[config.mk]
export PLATFORM = sky130hd
export DESIGN_NAME = pfra_ctrl
export DESIGN_NICKNAME = d
export VERILOG_FILES = /design/src/rtl/core/pfra_pkg.sv /design/src/rtl/core/pfra_ctrl.sv
export SDC_FILE = /design/constraint.sdc
export NUM_CORES = 1
export LEC_CHECK = 0
export BUFFER_PORTS_ARGS = -buffer_cell sky130_fd_sc_hd__buf_4
export CORE_AREA = 10 10 47 49
export DETAILED_ROUTE_END_ITERATION = 8
export DIE_AREA = 0 0 57 59
export GPL_TIMING_DRIVEN = 0
export SYNTH_ARGS = -nofsm -noshare
export SYNTH_HDL_FRONTEND = slang
export SYNTH_SLANG_ARGS = --single-unit
[constraint.sdc]
create_clock -name clk -period 1.2 [get_ports clk]
set_clock_uncertainty 0.1 [all_clocks]
set_input_delay 0.12 -clock clk [delete_from_list [all_inputs] [get_ports clk]]
set_output_delay 0.12 -clock clk [all_outputs]
set_load 0.01 [all_outputs]
[src/rtl/core/pfra_pkg.sv]
`timescale 1ns / 1ps

package pfra_pkg;

  localparam int unsigned ADDR_W     = 32;
  localparam int unsigned CNT_W      = 8;
  localparam int unsigned FREE_W     = 12;
  localparam int unsigned PAGE_SHIFT = 12;
  localparam int unsigned FRAME_W    = ADDR_W - PAGE_SHIFT;
  localparam int unsigned CFG_IDX_W  = 1;
  localparam int unsigned CFG_DATA_W = 32;

  localparam logic [CNT_W-1:0]      USED_MARK = 8'd100;
  localparam logic [CNT_W-1:0]      CNT_MAX   = 8'd255;
  localparam logic [CFG_DATA_W-1:0] CFG_RESET_VALUE = 32'd1048576;

  localparam logic [CFG_IDX_W-1:0] CFG_REGION_START = 1'b0;
  localparam logic [CFG_IDX_W-1:0] CFG_REGION_END   = 1'b1;

  typedef enum logic [1:0] {
    OP_INIT  = 2'd0,
    OP_ALLOC = 2'd1,
    OP_FREE  = 2'd2,
    OP_SHARE = 2'd3
  } op_t;

  typedef enum logic [2:0] {
    ST_OK          = 3'd0,
    ST_NOMEM       = 3'd1,
    ST_IGNORED     = 3'd2,
    ST_DOUBLE_FREE = 3'd3,
    ST_SATURATED   = 3'd4
  } status_t;

  typedef enum logic [2:0] {
    S_CLEAR,
    S_IDLE,
    S_INIT_PREP,
    S_INIT_SWEEP,
    S_SCAN,
    S_RMW_CHK,
    S_RMW_WR,
    S_DONE
  } state_t;

  typedef struct packed {
    logic accept;
    logic clr_step;
    logic init_prep;
    logic init_step;
    logic scan_step;
    logic rmw_chk;
    logic rmw_wr;
    logic out_load;
  } cmd_t;

  typedef struct packed {
    logic sweep_last;
    logic scan_hit;
    logic scan_miss;
    logic slot_free;
  } sts_t;

endpackage

[src/rtl/core/pfra_ctrl.sv]
`timescale 1ns / 1ps

module pfra_ctrl (
  input  logic             clk,
  input  logic             rst_n,
  input  logic             in_valid,
  input  pfra_pkg::op_t    in_opcode,
  output logic             in_ready,
  output pfra_pkg::cmd_t   cmd,
  input  pfra_pkg::sts_t   sts
);

  pfra_pkg::state_t state_r;
  pfra_pkg::state_t state_nxt;

  always_ff @(posedge clk) begin
    if (!rst_n) begin
      state_r <= pfra_pkg::S_CLEAR;
    end else begin
      state_r <= state_nxt;
    end
  end

  always_comb begin
    state_nxt = state_r;
    case (state_r)
      pfra_pkg::S_CLEAR: begin
        if (sts.sweep_last) state_nxt = pfra_pkg::S_IDLE;
      end
      pfra_pkg::S_IDLE: begin
        if (in_valid) begin
          case (in_opcode)
            pfra_pkg::OP_INIT:  state_nxt = pfra_pkg::S_INIT_PREP;
            pfra_pkg::OP_ALLOC: state_nxt = pfra_pkg::S_SCAN;
            default:            state_nxt = pfra_pkg::S_RMW_CHK;
          endcase
        end
      end
      pfra_pkg::S_INIT_PREP:  state_nxt = pfra_pkg::S_INIT_SWEEP;
      pfra_pkg::S_INIT_SWEEP: begin
        if (sts.sweep_last) state_nxt = pfra_pkg::S_DONE;
      end
      pfra_pkg::S_SCAN: begin
        if (sts.scan_hit || sts.scan_miss) state_nxt = pfra_pkg::S_DONE;
      end
      pfra_pkg::S_RMW_CHK: state_nxt = pfra_pkg::S_RMW_WR;
      pfra_pkg::S_RMW_WR:  state_nxt = pfra_pkg::S_DONE;
      pfra_pkg::S_DONE: begin
        if (sts.slot_free) state_nxt = pfra_pkg::S_IDLE;
      end
      default: state_nxt = pfra_pkg::S_IDLE;
    endcase
  end

  always_comb begin
    cmd      = '0;
    in_ready = 1'b0;
    case (state_r)
      pfra_pkg::S_CLEAR:      cmd.clr_step = 1'b1;
      pfra_pkg::S_IDLE: begin
        in_ready   = 1'b1;
        cmd.accept = in_valid;
      end
      pfra_pkg::S_INIT_PREP:  cmd.init_prep = 1'b1;
      pfra_pkg::S_INIT_SWEEP: cmd.init_step = 1'b1;
      pfra_pkg::S_SCAN:       cmd.scan_step = 1'b1;
      pfra_pkg::S_RMW_CHK:    cmd.rmw_chk   = 1'b1;
      pfra_pkg::S_RMW_WR:     cmd.rmw_wr    = 1'b1;
      pfra_pkg::S_DONE:       cmd.out_load  = sts.slot_free;
      default: ;
    endcase
  end

endmodule

==> results.toml <==
[run_status]
status = "complete, but fails checks"
violations = "negative setup slack"

[sta]
post-route-min-period_ps = 1370
hold_viol = 0
worst_slack_ps = -171
finalCritPeriodShare_pct = 114
maxSlewHeadroom_pct = 83.4
worst_pin_slew_ps = 245
clock.fmax_ghz = 0.729
setup_viol = 10
setup_tns_ps = -767
slew_violations = 0
rsz0062_at_grt = "true"

[final_layout]
largest_register = "state_r"
nNetsFinal = 78
antenna_cells = 0
design_area_sq_um = 616
drive_gt1_share_pct = 75.0
synthToLayoutAreaGrowth_pct = 108
largest_reg_flops = 3
reg_top3 = "state_r: 3 flops"

[pwr]
power.leakage_nw = 0.283
vdd_ir_drop_max_mv = 0.683
finalPower_w = 0.000710
p_per_area_nw_per_um2 = 1150

[yosys]
synthCells = 38
ys_seq_area_share_pct = 20.3
avgSynthCellArea_sq_um = 7.80
synthesis.nets = 47
ys_types = 21
yosys_register_bits = 3
ys_warn_count = 0
syn_area_sq_um = 297

[cts]
clock_sinks = 3
cts_buffer_depth = 2
clkLatencyLatePin_ps = 250
path_clk_slew_ps = 40
htreeDepth = 1
cts_root_buf = "clkbuf_4"
cts_tree = "done"
cts_buffers = 3

[critical_path]
max_stage_delay_ps = 320
regToRegStartpoint = "state_r[0]"
reg2reg_depth = 5
cp_cell_sequence = "buf_6 > nor3b_4 > and2_4 > buf_6"
path_class = "reg2out"
cp_common_cell = "buf_6"
endpoint = "cmd[7]"
arrival_ps = 1150
cp_slowest_cell = "dfxtp_2"
timing.rr.end = "state_r[1]"
worstPathRequired_ps = 980
cp-start-kind = "flip-flop"
endpoint_kind = "output pin"
rrSetupSlack_ps = -50
critPathMaxFanout = 6
startpoint = "state_r[1]"

[routing]
dr_total_vias = 389
routed_wl_um = 1150
drc = 0
drt_iter0_drc = 5
viasPerCell = 4.63
ant_nets = 0
drt_pass1_iterations = 4
wire_per_inst_um = 13.7

[placement]
postPlaceCellArea_sq_um = 444
dp_hpwl_um = 724
io_buffers = 17
place_ws_ps = 74.4
finalWeightedCongestion = 0.854

[global_routing]
grt_max_degree = 10
grt_pass1_vias = 361
antenna_found_initial = 0
grt_overflow = 0
grt_pass1_wl_um = 1570
grt_usage_pct = 5.91

[floorplanning]
ios = 18
num_rows = 14
die-area_sq_um = 3360
chipHeight_um = 59
core_area_sq_um = 1400
start_util_pct = 21.2
die-width_um = 57

[min_path]
hold_class = "in2reg"
hold_start = "rst_n"

[job]
drv_cap = 0
==> metrics by stage <==
stage                     hold slack, ps  std cells  utilization, %
after detailed placement             275         71            31.7
after global routing                20.3         84            43.9
after CTS                           21.3         81            39.2
after global placement               270         71            31.7
final                               20.4         84            43.9
after floorplan                      148         38               -
==> synth_stat cells <==
cell type	n	area, sq um
a211oi_2	1	12.5
nor3b_1	2	15.0
nor2_1	4	15.0
o21ai_1	1	5.00
buf_6	3	33.8
a21oi_1	2	10.0
a21o_1	1	7.51
inv_1	2	7.51
nor3_1	2	10.0
o31a_1	1	8.76
o21ai_0	1	5.00
o311ai_1	1	8.76
nand3b_1	1	7.51
dfxtp_1	3	60.1
nor2_2	1	6.26
o22ai_1	1	6.26
nand3_1	1	5.00
o211a_1	1	10.0
nand2_1	5	18.8
nor3b_2	3	37.5
and2_1	1	6.26
==> cell families after synthesis <==
family          count (synthesis)  share of synthesized area [%]
compound gates                 10                           24.9
buf+inv                         5                           13.9
flops                           3                           20.3
simple gates                   20                           40.9
==> final cells by class <==
| class | count | area, sq um |
|---|---|---|
| Inverter | 2 | 10.0 |
| Tap cell | 16 | 20.0 |
| Buffer | 3 | 33.8 |
| Multi-Input combinational cell | 30 | 248 |
| Timing Repair Buffer | 26 | 211 |
| Sequential cell | 3 | 66.3 |
| Clock buffer | 4 | 26.3 |
| Fill cell | 144 | 786 |
==> cells in the final DEF, fill, tap and decap left out, drive strengths merged <==
cell and count:
a211oi 1, a21o 1, a21oi 2, and2 1, buf 29, clkbuf 4
dfxtp 3, inv 2, nand2 5, nand3 1, nand3b 1, nor2 5
nor3 2, nor3b 5, o211a 1, o21ai 2, o22ai 1, o311ai 1
o31a 1
==> what timing repair did <==
item,in CTS,in global routing
hold endpoints to repair,0,0
buffers inserted,6,3
pin swaps,7,7
hold buffers,0,0
gates resized for setup,11,14
setup endpoints to repair,8,10
==> where the power goes <==
part | total, W | internal (W) | switching, W
Sequential | 0.000136 | 0.000120 | 0.0000155
Clock | 0.000202 | 0.000126 | 0.0000759
Combinational | 0.000372 | 0.000207 | 0.000165
==> per-layer routing <==
layer  vias up  share of wire (%)  global-route usage [%]
li1        194                  -                       -
met1       176                 40                    6.04
met2        17                 52                    8.99
met3         2                6.4                    2.79
met4         0                1.8                    5.03
met5         -                  0                       0
==> worst min-delay path by stage <==
stage	endpoint	slack, ps	depth (start not counted)
floorplan	state_r[0]	150	1
global placement	state_r[0]	270	2
detailed placement	state_r[0]	280	2
CTS	state_r[0]	20	2
global route	state_r[0]	20	2
finish	state_r[0]	20	2
==> worst max-delay path, delay by kind of cell, from the launching register on <==
kind / cells / cell delay, ps
buffers and inverters: 2 / 220
flip-flops: 1 / 320
AND/OR/NAND/NOR: 2 / 350
Power figures use the tool's default switching activity.
